### src/hdl/tmd_pkg.sv
// Shared types and constants for the triangular membership degree block.
// No dependencies; imported by tmd_div_step, triangular_membership_degree and the bench.
package tmd_pkg;

  // Fixed field widths of the item payload
  localparam int DEGREE_W  = 16;
  localparam int CLIP_W    = 16;
  localparam int CFG_IDX_W = 2;

  // Configuration register indexes
  localparam logic [CFG_IDX_W-1:0] CFG_LEFT_FOOT  = 2'd0;
  localparam logic [CFG_IDX_W-1:0] CFG_RIGHT_FOOT = 2'd1;
  localparam logic [CFG_IDX_W-1:0] CFG_PEAK_POINT = 2'd2;

  // Per-item control carried alongside the divider data
  typedef struct packed {
    logic              in_tri;    // sample lies on one side of the triangle
    logic              zero_den;  // zero-width side, forces full membership
    logic [CLIP_W-1:0] clip;      // clip level of the item
  } tmd_ctrl_t;

endpackage

### src/hdl/triangular_membership_degree.sv
// Triangular fuzzy membership degree, pipelined.
// FRACTION_BITS + 3 register stages: stage 0, one register stage per quotient bit of
// the divider, and the output register. One item per cycle while the output is not
// held; the whole pipeline holds while a result waits at the output register.
// Reset (rst_ni low, asynchronous) clears all valid bits and the three
// triangle registers to 0.
module triangular_membership_degree #(
  parameter int SAMPLE_BITS   = 16,
  parameter int FRACTION_BITS = 15
) (
  input  logic                             clk_i,
  input  logic                             rst_ni,
  input  logic                             cfg_we_i,
  input  logic [tmd_pkg::CFG_IDX_W-1:0]    cfg_idx_i,
  input  logic [SAMPLE_BITS-1:0]           cfg_wdata_i,
  input  logic                             in_valid_i,
  output logic                             in_ready_o,
  input  logic signed [SAMPLE_BITS-1:0]    sample_i,
  input  logic [tmd_pkg::CLIP_W-1:0]       clip_level_i,
  output logic                             out_valid_o,
  input  logic                             out_ready_i,
  output logic [tmd_pkg::DEGREE_W-1:0]     degree_o
);
  import tmd_pkg::*;

  localparam int DW    = SAMPLE_BITS + 1;
  localparam int QW    = FRACTION_BITS + 1;
  localparam int NSTEP = QW;
  localparam int EW    = (QW > DEGREE_W) ? QW : DEGREE_W;

  // Triangle registers
  logic signed [SAMPLE_BITS-1:0] left_foot_q;
  logic signed [SAMPLE_BITS-1:0] right_foot_q;
  logic signed [SAMPLE_BITS-1:0] peak_point_q;

  always_ff @(posedge clk_i or negedge rst_ni) begin
    if (!rst_ni) begin
      left_foot_q  <= '0;
      right_foot_q <= '0;
      peak_point_q <= '0;
    end else if (cfg_we_i) begin
      case (cfg_idx_i)
        CFG_LEFT_FOOT:  left_foot_q  <= cfg_wdata_i;
        CFG_RIGHT_FOOT: right_foot_q <= cfg_wdata_i;
        CFG_PEAK_POINT: peak_point_q <= cfg_wdata_i;
        default: ;
      endcase
    end
  end

  // Global advance: the pipeline moves unless the output is held
  logic en;
  logic out_valid_q;
  assign en         = !out_valid_q || out_ready_i;
  assign in_ready_o = en;

  // Stage 0: side select, numerator and divisor
  logic signed [DW-1:0] xs, as_w, bs_w, cs_w;
  logic signed [DW-1:0] x_m_a, c_m_a, b_m_x, b_m_c;
  logic                 rise, fall;
  logic [DW-1:0]        num_d, den_d;
  tmd_ctrl_t            ctrl_d;

  always_comb begin
    xs    = {sample_i[SAMPLE_BITS-1], sample_i};
    as_w  = {left_foot_q[SAMPLE_BITS-1], left_foot_q};
    bs_w  = {right_foot_q[SAMPLE_BITS-1], right_foot_q};
    cs_w  = {peak_point_q[SAMPLE_BITS-1], peak_point_q};
    x_m_a = xs - as_w;
    c_m_a = cs_w - as_w;
    b_m_x = bs_w - xs;
    b_m_c = bs_w - cs_w;
    rise  = (xs >= as_w) && (xs <= cs_w);
    fall  = !rise && (xs >= cs_w) && (xs <= bs_w);
    num_d = rise ? x_m_a : b_m_x;
    den_d = rise ? c_m_a : b_m_c;
    ctrl_d.in_tri   = rise || fall;
    ctrl_d.zero_den = (rise || fall) && (den_d == '0);
    ctrl_d.clip     = clip_level_i;
  end

  logic          s0_valid_q;
  logic [DW-1:0] s0_num_q, s0_den_q;
  tmd_ctrl_t     s0_ctrl_q;

  always_ff @(posedge clk_i or negedge rst_ni) begin
    if (!rst_ni) begin
      s0_valid_q <= 1'b0;
    end else if (en) begin
      s0_valid_q <= in_valid_i;
    end
  end

  always_ff @(posedge clk_i) begin
    if (en) begin
      s0_num_q  <= num_d;
      s0_den_q  <= den_d;
      s0_ctrl_q <= ctrl_d;
    end
  end

  // Restoring divider, one quotient bit per stage
  logic [NSTEP:0] valid_w;
  logic [DW-1:0]  rem_w  [NSTEP+1];
  logic [DW-1:0]  den_w  [NSTEP+1];
  logic [QW-1:0]  quo_w  [NSTEP+1];
  tmd_ctrl_t      ctrl_w [NSTEP+1];

  assign valid_w[0] = s0_valid_q;
  assign rem_w[0]   = s0_num_q;
  assign den_w[0]   = s0_den_q;
  assign quo_w[0]   = '0;
  assign ctrl_w[0]  = s0_ctrl_q;

  for (genvar i = 0; i < NSTEP; i++) begin : g_step
    tmd_div_step #(
      .DW       (DW),
      .QW       (QW),
      .SHIFT_EN (i != 0)
    ) u_step (
      .clk_i   (clk_i),
      .rst_ni  (rst_ni),
      .en_i    (en),
      .valid_i (valid_w[i]),
      .rem_i   (rem_w[i]),
      .den_i   (den_w[i]),
      .quo_i   (quo_w[i]),
      .ctrl_i  (ctrl_w[i]),
      .valid_o (valid_w[i+1]),
      .rem_o   (rem_w[i+1]),
      .den_o   (den_w[i+1]),
      .quo_o   (quo_w[i+1]),
      .ctrl_o  (ctrl_w[i+1])
    );
  end

  // Output stage: zero-width fix, outside zeroing, clip
  logic [QW-1:0]       dq;
  logic [EW-1:0]       d_ext, clip_ext, dsel;
  logic [DEGREE_W-1:0] degree_q;

  always_comb begin
    dq       = ctrl_w[NSTEP].zero_den ? {1'b1, {FRACTION_BITS{1'b0}}} : quo_w[NSTEP];
    d_ext    = EW'(dq);
    clip_ext = EW'(ctrl_w[NSTEP].clip);
    if (!ctrl_w[NSTEP].in_tri) begin
      dsel = '0;
    end else if (clip_ext < d_ext) begin
      dsel = clip_ext;
    end else begin
      dsel = d_ext;
    end
  end

  always_ff @(posedge clk_i or negedge rst_ni) begin
    if (!rst_ni) begin
      out_valid_q <= 1'b0;
    end else if (en) begin
      out_valid_q <= valid_w[NSTEP];
    end
  end

  always_ff @(posedge clk_i) begin
    if (en) begin
      degree_q <= dsel[DEGREE_W-1:0];
    end
  end

  assign out_valid_o = out_valid_q;
  assign degree_o    = degree_q;

  // Checks
  a_stall_holds_valids : assert property (@(posedge clk_i) disable iff (!rst_ni)
    !en |=> $stable(valid_w))
    else $error("pipeline valid bits moved during a stall");

  a_stall_holds_result : assert property (@(posedge clk_i) disable iff (!rst_ni)
    !en |=> $stable(degree_q) && out_valid_q)
    else $error("held result changed during a stall");

  a_zero_den_in_tri : assert property (@(posedge clk_i) disable iff (!rst_ni)
    s0_valid_q && s0_ctrl_q.zero_den |-> s0_ctrl_q.in_tri)
    else $error("zero-width flag set outside the triangle");

  a_final_rem_below_den : assert property (@(posedge clk_i) disable iff (!rst_ni)
    valid_w[NSTEP] && ctrl_w[NSTEP].in_tri && !ctrl_w[NSTEP].zero_den
      |-> rem_w[NSTEP] < den_w[NSTEP])
    else $error("divider remainder not below divisor");

endmodule

### src/hdl/tmd_div_step.sv
// One registered step of the restoring divider: yields one quotient bit.
// Depends on tmd_pkg (tmd_ctrl_t).
module tmd_div_step #(
  parameter int DW       = 17,
  parameter int QW       = 16,
  parameter bit SHIFT_EN = 1'b1
) (
  input  logic               clk_i,
  input  logic               rst_ni,
  input  logic               en_i,
  input  logic               valid_i,
  input  logic [DW-1:0]      rem_i,
  input  logic [DW-1:0]      den_i,
  input  logic [QW-1:0]      quo_i,
  input  tmd_pkg::tmd_ctrl_t ctrl_i,
  output logic               valid_o,
  output logic [DW-1:0]      rem_o,
  output logic [DW-1:0]      den_o,
  output logic [QW-1:0]      quo_o,
  output tmd_pkg::tmd_ctrl_t ctrl_o
);
  import tmd_pkg::*;

  logic [DW:0]   trial;
  logic [DW:0]   diff;
  logic          ge;
  logic [DW-1:0] rem_d;
  logic [QW-1:0] quo_d;
  logic          valid_q;
  logic [DW-1:0] rem_q;
  logic [DW-1:0] den_q;
  logic [QW-1:0] quo_q;
  tmd_ctrl_t     ctrl_q;

  // Trial subtract of the (shifted) partial remainder
  always_comb begin
    trial = SHIFT_EN ? {rem_i, 1'b0} : {1'b0, rem_i};
    diff  = trial - {1'b0, den_i};
    ge    = (trial >= {1'b0, den_i});
    rem_d = ge ? diff[DW-1:0] : trial[DW-1:0];
    quo_d = {quo_i[QW-2:0], ge};
  end

  // Valid bit
  always_ff @(posedge clk_i or negedge rst_ni) begin
    if (!rst_ni) begin
      valid_q <= 1'b0;
    end else if (en_i) begin
      valid_q <= valid_i;
    end
  end

  // Data registers
  always_ff @(posedge clk_i) begin
    if (en_i) begin
      rem_q  <= rem_d;
      den_q  <= den_i;
      quo_q  <= quo_d;
      ctrl_q <= ctrl_i;
    end
  end

  assign valid_o = valid_q;
  assign rem_o   = rem_q;
  assign den_o   = den_q;
  assign quo_o   = quo_q;
  assign ctrl_o  = ctrl_q;

endmodule

### config.mk
export PLATFORM = sky130hd
export DESIGN_NAME = triangular_membership_degree
export DESIGN_NICKNAME = d
export VERILOG_FILES = /design/src/hdl/tmd_pkg.sv /design/src/hdl/triangular_membership_degree.sv /design/src/hdl/tmd_div_step.sv
export SDC_FILE = /design/constraint.sdc
export NUM_CORES = 2
export LEC_CHECK = 0
export ABC_CLOCK_PERIOD_IN_PS = 42700
export BUFFER_PORTS_ARGS = -buffer_cell sky130_fd_sc_hd__buf_2
export CAP_MARGIN = 30
export CORE_ASPECT_RATIO = 0.9
export CORE_MARGIN = 5
export CORE_UTILIZATION = 40
export DETAILED_ROUTE_END_ITERATION = 12
export PLACE_DENSITY = 0.59
export RECOVER_POWER = 50
export SYNTH_ARGS = -nofsm -noshare
export SYNTH_HDL_FRONTEND = slang
export SYNTH_SLANG_ARGS = --single-unit
### constraint.sdc
create_clock -name clk_i -period 42.7 [get_ports clk_i]
set_input_delay 2.135 -clock clk_i [delete_from_list [all_inputs] [get_ports clk_i]]
set_output_delay 2.135 -clock clk_i [all_outputs]
set_load 0.005 [all_outputs]
==> metrics.csv <==
metric,value,unit
status,finished with violations,
failing checks,"max-capacitance violations, max-slew violations",
GRT Util Overall,0.1419,
io pins,73,
layout cells sized above 1,0.1163,
"Data required, critical path",43.07,ns
initial antenna violation count,0,
top-area cell type share of the netlist area,0.5718,
CTS tree,built,
Critical Path AT,8.82,ns
CP endpoint kind,flip-flop,
"Reg clk slew, reported paths",0.06,ns
hold-fix buffers at CTS,0,
Rows,126,
maximum clock rate,118.3,MHz
max-slew violations,343,
"commonest non-fill, non-tap cell in the layout",edfxtp_1,
Post-synth EDFFs,1002,
setup bufs post-CTS,0,
Fillers,11795,
total grt overflow,0,
CTS HTree Levels,3,
Placeable Area,0.1309,mm^2
final hold violation count,0,
CTS Sinks,1068,
Avg Inst Size Synth,13.06,um^2
max-slew headroom at the worst pin,-1.670,
Yosys top cell by area,edfxtp_1,
Max Cap Viol,5,
GP Congestion,0.8713,
die area,0.1389,mm^2
Area contributors post-synth,"edfxtp_1 57%, ha_1 8.7%, mux2_2 4.3%",
Antenna Violating Nets Remaining,0,
fin crit share,0.1980,
# nets final,4635,
Initial Utilization,0.4021,
DRC viols,0,
Chip Width,392.3,um
vias in the first global route,30030,
TritonCTS Buffers,109,
crit path kind,input port to flip-flop,
Syn Nets,4470,
worst skew pair latency,0.72,ns
drt first pass iters,5,
Hold WC Path Type,flip-flop to flip-flop,
vias per cell,5.031,
# diodes,0,
Main synth FF type,edfxtp_1,
sequential area share after synthesis,0.6032,
Mapped Area,0.05262,mm^2
CTS root buf,clkbuf_16,
Syn Inst Count,4029,
RSZ-0062 raised after global routing,no,
CP Launch Type,input port,
first-pass GRT wire length,159500,um
crit path max fanout,75,
"FFs w/ async S/R, synth",0.06180,
CTS resizes,0,
Routed WL,98660,um
slew at the pin closest to its max-slew limit,4.005,ns
most frequent cells in the layout,"1002 x edfxtp_1, 425 x inv_1, 367 x ha_1, 218 x nand2_1, 203 x a21oi_1",
Max clock buf depth,3,
Buffers on Ports,72,
post-synthesis register bit count,1068,
Setup TNS Final,0,ns
vias,30281,
Synthesis Warnings,0,
dpl hpwl,72590,um
pin count of the biggest net entering global routing,170,
DR iter-0 viols,1565,
final critical-path required period,8.455,ns
Final setup viols,0,
post-detailed-route wirelength per cell,16.39,um
Setup Skew,0.04409,ns
area grow syn2layout,12.16,%
Synth cell types,82,
Die Ht,354.1,um
==> critical path, stage by stage <==
cell and delay, ns:
buf_2 0.07, nor2b_1 0.05, clkinvlp_2 1.48, clkbuf_1 0.20
clkbuf_1 2.81, buf_4 1.09, buf_4 0.43, buf_16 0.34
==> cells by family (layout without fill, tap and decap cells) <==
family | count (synthesis) | after routing | synth area share
fa+ha+maj | 386 | 386 | 0.09450
mux | 267 | 267 | 0.05616
buf+inv | 480 | 742 | 0.03476
simple gates | 830 | 830 | 0.07840
flops | 1068 | 1068 | 0.6032
xor+xnor | 237 | 237 | 0.03945
compound gates | 761 | 761 | 0.09352
==> synthesized netlist by cell type (22+ instances only) <==
cell type / count
or3_1: 30
a31oi_1: 29
nor2b_1: 68
edfxtp_1: 1002
a21oi_1: 205
o21ai_1: 22
mux2_1: 27
a211oi_1: 29
nand4_1: 37
mux2_2: 199
mux2i_1: 41
o31ai_1: 26
nor2_1: 165
nand2_1: 218
nor3_1: 71
clkbuf_1: 35
ha_1: 367
and2_1: 34
nand2b_1: 47
inv_1: 426
xnor2_1: 158
o211ai_1: 23
o21a_1: 45
nand3_1: 73
xor2_1: 79
dfrtp_1: 66
o21ai_0: 169
a21o_1: 65
==> stage by stage <==
stage	worst slack (ns)	cells	cell area, um^2	util	hold slack [ns]
after floorplan	18.68	4029	52620	-	0.4003
final	34.25	6019	59020	0.4510	0.4002
after global routing	33.63	6019	59020	0.4510	0.4141
after CTS	37.59	6015	59040	0.4512	0.4035
after global placement	36.82	5800	55180	0.4217	0.4002
after detailed placement	36.90	5807	55340	0.4229	0.4045
==> metal layers <==
metal / vias to the layer above / wire length, um / track usage
li1: 15193 / - / -
met5: - / 0 / 0
met3: 163 / 3700 / 0.02405
met2: 467 / 47350 / 0.2389
met1: 14458 / 45210 / 0.1907
met4: 0 / 2402 / 0.03789
==> sequential cells by signal, summed over array words and instances, names as in the netlist, 17 cells and up <==
name,count
s0_num_q,17
s0_den_q,17
g_step.u_step.rem_o,255
g_step.u_step.quo_o,136
ctrl_w,18
g_step.u_step.den_o,255
g_step.u_step.ctrl_o,288
==> final timing paths <==
path / startpoint / to / slack [ns] / depth (start not counted)
setup / recovery: out_ready_i / g_step[9].u_step.den_o[1] / 34.25 / 8
hold / removal: g_step[1].u_step.ctrl_o[9] / g_step[2].u_step.ctrl_o[9] / 0.40 / 0
max in group asynchronous: rst_ni / left_foot_q[2] / 38.08 / 2
hold reg to reg: g_step[1].u_step.ctrl_o[9] / g_step[2].u_step.ctrl_o[9] / 0.40 / 0
min in group asynchronous: rst_ni / g_step[15].u_step.valid_o / 2.68 / 2
setup reg to reg: out_valid_o / g_step[9].u_step.den_o[1] / 35.28 / 7
==> area by class of cell <==
| cell class | count | area, um^2 | area share |
|---|---|---|---|
| Sequential cell | 1068 | 31740 | 0.5378 |
| Multi-Input combinational cell | 2481 | 19120 | 0.3239 |
| Clock buffer | 137 | 2917 | 0.04942 |
| Tap cell | 1728 | 2162 | 0.03664 |
| Inverter | 429 | 1612 | 0.02731 |
| Clock inverter | 71 | 780.7 | 0.01323 |
| Timing Repair Buffer | 105 | 686.9 | 0.01164 |
Power is left out: the tool's default activity adds up to more than one toggle a clock period on the data nets, which glitch-free logic cannot reach.
